File: src/hw/rtl/b64e_pkg.sv
// Shared types, constants and the character mapping for the Base64 encoder.
package b64e_pkg;

  localparam int FIFO_DEPTH = 2;
  localparam int PTR_W      = (FIFO_DEPTH > 1) ? $clog2(FIFO_DEPTH) : 1;
  localparam int CNT_W      = $clog2(FIFO_DEPTH + 1);

  localparam logic [7:0] PAD_CHAR = 8'h3D;

  localparam logic [1:0] PAD_NONE = 2'd0;
  localparam logic [1:0] PAD_ONE  = 2'd1;
  localparam logic [1:0] PAD_TWO  = 2'd2;

  localparam logic [1:0] IDX_LAST = 2'd3;

  // One complete input group, ready to be turned into four characters.
  typedef struct packed {
    logic [23:0] chunk;
    logic [1:0]  pad;
    logic        last;
  } group_t;

  // Standard alphabet: A-Z, a-z, 0-9, '+', '/'.
  function automatic logic [7:0] b64_char(input logic [5:0] v);
    logic [7:0] c;
    if (v < 6'd26) begin
      c = 8'h41 + {2'b00, v};
    end else if (v < 6'd52) begin
      c = 8'h61 + {2'b00, v} - 8'd26;
    end else if (v < 6'd62) begin
      c = 8'h30 + {2'b00, v} - 8'd52;
    end else if (v == 6'd62) begin
      c = 8'h2B;
    end else begin
      c = 8'h2F;
    end
    return c;
  endfunction

endpackage

File: src/hw/rtl/b64e_front.sv
// Front end: collects input bytes into groups of up to three and issues each group.
module b64e_front (
  input  logic              clk,
  input  logic              rst,
  input  logic              push,
  output logic              full,
  input  logic [7:0]        data_byte,
  input  logic              is_last,
  output logic              grp_wr,
  output b64e_pkg::group_t  grp_data,
  input  logic              grp_full
);
  import b64e_pkg::*;

  logic [15:0] held_bytes;
  logic [1:0]  held_count;
  logic        accept;
  logic        store;

  assign full   = grp_full;
  assign accept = push && !grp_full;
  assign store  = !is_last && (held_count < 2'd2);
  assign grp_wr = accept && !store;

  always_comb begin
    grp_data.last = is_last;
    case (held_count)
      2'd0: begin
        grp_data.chunk = {data_byte, 16'h0000};
        grp_data.pad   = PAD_TWO;
      end
      2'd1: begin
        grp_data.chunk = {held_bytes[15:8], data_byte, 8'h00};
        grp_data.pad   = PAD_ONE;
      end
      default: begin
        grp_data.chunk = {held_bytes, data_byte};
        grp_data.pad   = PAD_NONE;
      end
    endcase
  end

  always_ff @(posedge clk) begin
    if (rst) begin
      held_bytes <= 16'h0000;
      held_count <= 2'd0;
    end else if (accept) begin
      if (store) begin
        if (held_count == 2'd0) begin
          held_bytes <= {data_byte, 8'h00};
        end else begin
          held_bytes[7:0] <= data_byte;
        end
        held_count <= held_count + 2'd1;
      end else begin
        held_bytes <= 16'h0000;
        held_count <= 2'd0;
      end
    end
  end

endmodule

File: src/hw/rtl/b64e_fifo.sv
// Short group queue between the front end and the character serializer.
module b64e_fifo (
  input  logic              clk,
  input  logic              rst,
  input  logic              wr_en,
  input  b64e_pkg::group_t  wr_data,
  output logic              full,
  input  logic              rd_en,
  output b64e_pkg::group_t  rd_data,
  output logic              not_empty
);
  import b64e_pkg::*;

  group_t             mem [FIFO_DEPTH];
  logic [PTR_W-1:0]   wr_ptr;
  logic [PTR_W-1:0]   rd_ptr;
  logic [CNT_W-1:0]   count;

  localparam logic [CNT_W-1:0] DEPTH_C = CNT_W'(FIFO_DEPTH);
  localparam logic [PTR_W-1:0] LAST_P  = PTR_W'(FIFO_DEPTH - 1);

  assign full      = (count == DEPTH_C);
  assign not_empty = (count != '0);
  assign rd_data   = mem[rd_ptr];

  always_ff @(posedge clk) begin
    if (wr_en) begin
      mem[wr_ptr] <= wr_data;
    end
  end

  always_ff @(posedge clk) begin
    if (rst) begin
      wr_ptr <= '0;
      rd_ptr <= '0;
      count  <= '0;
    end else begin
      if (wr_en) begin
        wr_ptr <= (wr_ptr == LAST_P) ? '0 : wr_ptr + PTR_W'(1);
      end
      if (rd_en) begin
        rd_ptr <= (rd_ptr == LAST_P) ? '0 : rd_ptr + PTR_W'(1);
      end
      if (wr_en && !rd_en) begin
        count <= count + CNT_W'(1);
      end else if (rd_en && !wr_en) begin
        count <= count - CNT_W'(1);
      end
    end
  end

  a_no_overflow: assert property (@(posedge clk) disable iff (rst)
    !(wr_en && full && !rd_en))
    else $error("group queue written while full");

  a_no_underflow: assert property (@(posedge clk) disable iff (rst)
    !(rd_en && !not_empty))
    else $error("group queue read while empty");

endmodule

File: src/hw/rtl/b64e_back.sv
// Back end: four characters per queued group, one per cycle unless held, into an output register.
module b64e_back (
  input  logic              clk,
  input  logic              rst,
  input  logic              grp_avail,
  input  b64e_pkg::group_t  grp_data,
  output logic              grp_rd,
  output logic              empty,
  input  logic              pop,
  output logic [7:0]        out_char,
  output logic              group_end,
  output logic              message_end
);
  import b64e_pkg::*;

  group_t      grp;
  logic        grp_valid;
  logic [1:0]  idx;
  logic        out_valid;
  logic        adv;
  logic        emit;
  logic        done;
  logic [7:0]  char_next;

  assign empty = !out_valid;
  // The output register can take a new beat when it is empty or being drained.
  assign adv    = !out_valid || pop;
  assign emit   = adv && grp_valid;
  assign done   = emit && (idx == IDX_LAST);
  assign grp_rd = grp_avail && (!grp_valid || done);

  always_comb begin
    case (idx)
      2'd0:    char_next = b64_char(grp.chunk[23:18]);
      2'd1:    char_next = b64_char(grp.chunk[17:12]);
      2'd2:    char_next = (grp.pad > PAD_ONE) ? PAD_CHAR : b64_char(grp.chunk[11:6]);
      default: char_next = (grp.pad > PAD_NONE) ? PAD_CHAR : b64_char(grp.chunk[5:0]);
    endcase
  end

  always_ff @(posedge clk) begin
    if (grp_rd) begin
      grp <= grp_data;
    end
    if (emit) begin
      out_char    <= char_next;
      group_end   <= (idx == IDX_LAST);
      message_end <= (idx == IDX_LAST) && grp.last;
    end
  end

  always_ff @(posedge clk) begin
    if (rst) begin
      grp_valid <= 1'b0;
      idx       <= 2'd0;
      out_valid <= 1'b0;
    end else begin
      if (grp_rd) begin
        grp_valid <= 1'b1;
        idx       <= 2'd0;
      end else begin
        if (done) begin
          grp_valid <= 1'b0;
        end
        if (emit) begin
          idx <= idx + 2'd1;
        end
      end
      if (emit) begin
        out_valid <= 1'b1;
      end else if (adv) begin
        out_valid <= 1'b0;
      end
    end
  end

  a_msg_end_on_group_end: assert property (@(posedge clk) disable iff (rst)
    (out_valid && message_end) |-> group_end)
    else $error("message end flagged off a group boundary");

  a_group_end_index: assert property (@(posedge clk) disable iff (rst)
    emit |=> (group_end == $past(idx == IDX_LAST)))
    else $error("group end does not match the character index");

  a_load_only_when_free: assert property (@(posedge clk) disable iff (rst)
    (grp_rd && grp_valid) |-> done)
    else $error("new group loaded over one still being emitted");

endmodule

File: src/hw/rtl/base64_encoder.sv
// Top level of the streaming Base64 encoder.
//
// Input channel: one raw byte per beat on data_byte, with is_last set on the
// final byte of a message. A beat is taken when push is high and full is low.
// Output channel: one ASCII character per beat on out_char. While empty is
// low the oldest character waits on the ports; it is taken when pop is high.
// group_end marks the fourth character of each group and message_end the
// fourth character of the group closed by is_last. Short final groups are
// padded with '='.
// The front end holds up to two bytes; a third byte or a last byte sends the
// group into a two-entry queue. The serializer emits one character per cycle
// while the output register is drained, so a group occupies it for four
// characters and the single character output port sets the sustained input
// rate. A closing byte passes the queue, the group and output registers.
// When pop stays low the output register holds its beat, the serializer and
// then the queue fill, and full rises; bytes that only fill the front end are
// then held off as well. Reset clears the held bytes, the queue and the
// output register; no characters are pending after reset.
module base64_encoder (
  input  logic       clk,
  input  logic       rst,
  input  logic       push,
  output logic       full,
  input  logic [7:0] data_byte,
  input  logic       is_last,
  output logic       empty,
  input  logic       pop,
  output logic [7:0] out_char,
  output logic       group_end,
  output logic       message_end
);
  import b64e_pkg::*;

  logic   grp_wr;
  group_t grp_wdata;
  logic   grp_full;
  logic   grp_rd;
  group_t grp_rdata;
  logic   grp_avail;

  b64e_front u_front (
    .clk       (clk),
    .rst       (rst),
    .push      (push),
    .full      (full),
    .data_byte (data_byte),
    .is_last   (is_last),
    .grp_wr    (grp_wr),
    .grp_data  (grp_wdata),
    .grp_full  (grp_full)
  );

  b64e_fifo u_fifo (
    .clk       (clk),
    .rst       (rst),
    .wr_en     (grp_wr),
    .wr_data   (grp_wdata),
    .full      (grp_full),
    .rd_en     (grp_rd),
    .rd_data   (grp_rdata),
    .not_empty (grp_avail)
  );

  b64e_back u_back (
    .clk         (clk),
    .rst         (rst),
    .grp_avail   (grp_avail),
    .grp_data    (grp_rdata),
    .grp_rd      (grp_rd),
    .empty       (empty),
    .pop         (pop),
    .out_char    (out_char),
    .group_end   (group_end),
    .message_end (message_end)
  );

endmodule

File: config.mk
export PLATFORM = sky130hd
export DESIGN_NAME = base64_encoder
export DESIGN_NICKNAME = d
export VERILOG_FILES = /design/src/hw/rtl/b64e_pkg.sv /design/src/hw/rtl/b64e_front.sv /design/src/hw/rtl/b64e_fifo.sv /design/src/hw/rtl/b64e_back.sv /design/src/hw/rtl/base64_encoder.sv
export SDC_FILE = /design/constraint.sdc
export NUM_CORES = 1
export LEC_CHECK = 0
export ABC_AREA = 1
export BUFFER_PORTS_ARGS = -buffer_cell sky130_fd_sc_hd__buf_2
export CAP_MARGIN = 20
export CELL_PAD_IN_SITES_DETAIL_PLACEMENT = 1
export CELL_PAD_IN_SITES_GLOBAL_PLACEMENT = 2
export CORE_MARGIN = 8
export CORE_UTILIZATION = 41
export DETAILED_ROUTE_END_ITERATION = 12
export GPL_TIMING_DRIVEN = 0
export PLACE_DENSITY_LB_ADDON = 0.1
export SLEW_MARGIN = 20
export SYNTH_ARGS = -nofsm -noshare
export SYNTH_HDL_FRONTEND = slang
export SYNTH_SLANG_ARGS = --single-unit
File: constraint.sdc
create_clock -name clk -period 7.4 [get_ports clk]
set_input_delay 1.11 -clock clk [delete_from_list [all_inputs] [get_ports clk]]
set_output_delay 1.11 -clock clk [all_outputs]
set_load 0.03 [all_outputs]
==> metrics.md <==
| Metric | Value |
|---|---|
| Clock Tree Buf Depth | 2 |
| # nets final | 910 |
| Max-Cap Viols | 0 |
| Core area | 15890 um^2 |
| Yosys cell types | 34 |
| Routed WL | 17850 um |
| Hold buffers post-CTS | 0 |
| Clock Root Buffer | clkbuf_16 |
| Area grow syn2layout | 16.63% |
| Mapped Area | 6673 um^2 |
| Pin count of the biggest net entering global routing | 27 |
| Setup WS pre-CTS | 4.553 ns |
| DR vias | 5520 |
| Pwr/cell area | 462.9 nW/um^2 |
| Worst slew pin tran | 0.5547 ns |
| Setup Viol. Count Final | 0 |
| First DRT Iteration DRCs | 264 |
| Largest incremental delay on the critical path | 0.28 ns |
| P_leak | 0.003319 uW |
| Arrival @ worst endpoint | 2.74 ns |
| Ports | 25 |
| WP buf/inv | 2 |
| Total CTS buffers | 17 |
| Die Wd | 143.6 um |
| Setup skew after layout | 0.01697 ns |
| Most frequent cell after synthesis | nand2_1 |
| Post-synth top area share | 0.4095 |
| Post-synth top flop | edfxtp_1 |
| Final setup margin | 4.964 ns |
| Antenna diodes | 0 |
| FP Rows | 46 |
| Syn Area/Cell | 8.279 um^2 |
| Top delay family on crit path | compound AO/OA/AOI/OAI gates |
| Cells after synthesis | 806 |
| Top post-synthesis cells by area | edfxtp_1, nand2_1, ha_1 |
| Slowest CP cell | a21oi_1 |
| CTS Sinks | 117 |
| Sequential element share of the synthesized area | 0.4875 |
| Gr ovfl total | 0 |
| Syn nets | 864 |
| Drc violations | 0 |
| Die Area | 20610 um^2 |
| Die H | 143.6 um |
| DR WL/cell | 16.52 um |
| First-pass GRT wire length | 29700 um |
| Post-CTS Setup Inserts | 0 |
| Final hold viol count | 0 |
| DR vias/cell | 5.106 |
| CTS resizes | 0 |
| WS Path Type | in2reg |
| Layout cells sized above 1 | 0.1006 |
| Post-layout util | 0.4899 |
| Post-synth ARST share | 0 |
| Unrepaired setup endpoints after global routing | no |
| Most numerous cell on the critical path | a21oi_1 |
| Setup TNS | 0 ns |
| Final Cycle Share | 0.3292 |
| Initial antenna violation count | 0 |
| Minimum clock period after layout | 2.436 ns |
| Worst-skew pair later-pin latency | 0.42 ns |
| Status | finished, final reports clean |
| GRT Util Overall | 0.1844 |
| Port Buffers | 24 |
| Clock transition at path regs | 0.06 ns |
| EDFF count, synth | 91 |
| Synth warn | 0 |
| Final HPWL DP | 13650 um |
| Synth cell count leaders | nand2_1, edfxtp_1, inv_1, nand3_1, nor2_1 |
| Crit path launch type | primary input |
| Crit end category | flip-flop |
| Initial core utilization | 0.4201 |
| CTS tree | yes |
| Vias in the first global route | 5868 |
| Slew headroom | 0.6302 |
| Final ANT Viol Nets | 0 |
| Yosys reg bits | 117 |
| H-tree levels | 4 |
| Max Slew Vio Count | 0 |
| Maximum clock frequency | 0.4104 GHz |
| Crit-path cells | buf_2 > or2_1 > a21oi_1 > a21oi_4 > inv_1 > ha_1 > a21oi_1 > o21ai_0 > o21ai_0 > a21oi_1 |
| VDD IR max | 0.1753 mV |
| Drt pass-1 iters | 7 |
| Worst min path class | reg2reg |
| CP Data Required Time | 7.70 ns |
| Final GP Congestion | 0.8970 |
| Maximum fanout along the worst path | 7 |
| Post-synth top area cell | edfxtp_1 |
==> per-layer routing <==
layer,up-vias,GRT usage,share of wire
met5,-,0,0
met4,0,0.06419,0.013
met3,15,0.03749,0.029
met2,75,0.3251,0.50
met1,2649,0.2186,0.46
li1,2781,-,-
==> final timing paths <==
kind | from | end | slack, ns | depth (start not counted)
setup reg to reg | u_back.grp[17] | u_back.out_char[0] | 5.03 | 12
hold reg to reg | u_front.held_bytes[15] | u_front.held_bytes[15] | 0.46 | 2
setup / recovery | pop | u_fifo.count[1] | 4.96 | 10
hold / removal | u_front.held_bytes[15] | u_front.held_bytes[15] | 0.46 | 2
==> worst register-to-register path: stages (launching register included) <==
cell	delay, ns
edfxtp_1	0.53
inv_1	0.18
ha_1	0.23
inv_1	0.13
nand2_1	0.12
inv_1	0.26
nand2_1	0.12
inv_1	0.09
nand3_1	0.08
nand2_1	0.09
nand3_1	0.07
nor2_1	0.16
nor2_1	0.07
==> sequential cells by signal (all words and copies together), names as in the netlist, 2 cells and up <==
| signal | flops |
|---|---|
| u_back.grp | 27 |
| u_front.held_count | 2 |
| u_fifo.mem | 54 |
| u_back.out_char | 8 |
| u_fifo.count | 2 |
| u_back.idx | 2 |
| u_front.held_bytes | 16 |
==> where the power goes <==
| group | internal (uW) | total, uW | switching (uW) |
|---|---|---|---|
| sequential | 957 | 1120 | 164 |
| combinational | 518 | 1630 | 1110 |
| clock | 553 | 854 | 301 |
==> logic make-up (layout without fill, tap and decap cells) <==
group / Yosys count / count (layout) / synth area share
simple gates: 411 / 411 / 0.2597
compound gates: 121 / 121 / 0.09544
flops: 117 / 117 / 0.4875
buf+inv: 101 / 160 / 0.05850
fa+ha+maj: 45 / 45 / 0.08438
xor+xnor: 11 / 11 / 0.01444
==> metrics by stage <==
step / hold slack (ns) / total power [uW] / instances / instance area, um^2
finish: 0.4636 / 3603 / 1081 / 7782
CTS: 0.4607 / 3627 / 1081 / 7782
detailed placement: 0.4505 / 2755 / 1049 / 7157
global placement: 0.4466 / 2659 / 1046 / 7063
floorplan: 0.4374 / 2230 / 806 / 6673
global route: 0.4792 / 3886 / 1081 / 7782
==> area by class of cell <==
cell class | instances | area [um^2]
Multi-Input combinational cell | 588 | 3055
Clock buffer | 20 | 456.7
Tap cell | 216 | 270.3
Timing Repair Buffer | 27 | 187.7
Inverter | 84 | 315.3
Clock inverter | 12 | 168.9
Sequential cell | 117 | 3253
Buffer | 17 | 75.07
Fill cell | 1930 | 8103
==> placed cells by master, fill, tap and decap left out, types with 4 or more instances in the layout <==
cell type | synthesis | layout
clkbuf_1 | 10 | 11
clkinv_4 | 0 | 4
o21ai_1 | 8 | 8
xor2_1 | 7 | 7
o21ai_0 | 42 | 42
xnor2_1 | 4 | 4
clkbuf_16 | 0 | 17
ha_1 | 45 | 45
buf_2 | 5 | 29
a21oi_1 | 59 | 58
edfxtp_1 | 91 | 91
nand3_2 | 4 | 4
nor2_1 | 65 | 63
nand4_1 | 10 | 10
nand2_1 | 247 | 247
nand3_1 | 70 | 70
o211ai_1 | 6 | 6
nor3_1 | 4 | 4
inv_2 | 8 | 8
inv_1 | 73 | 73
dfxtp_1 | 26 | 26
(Power assumes the default switching activity.)
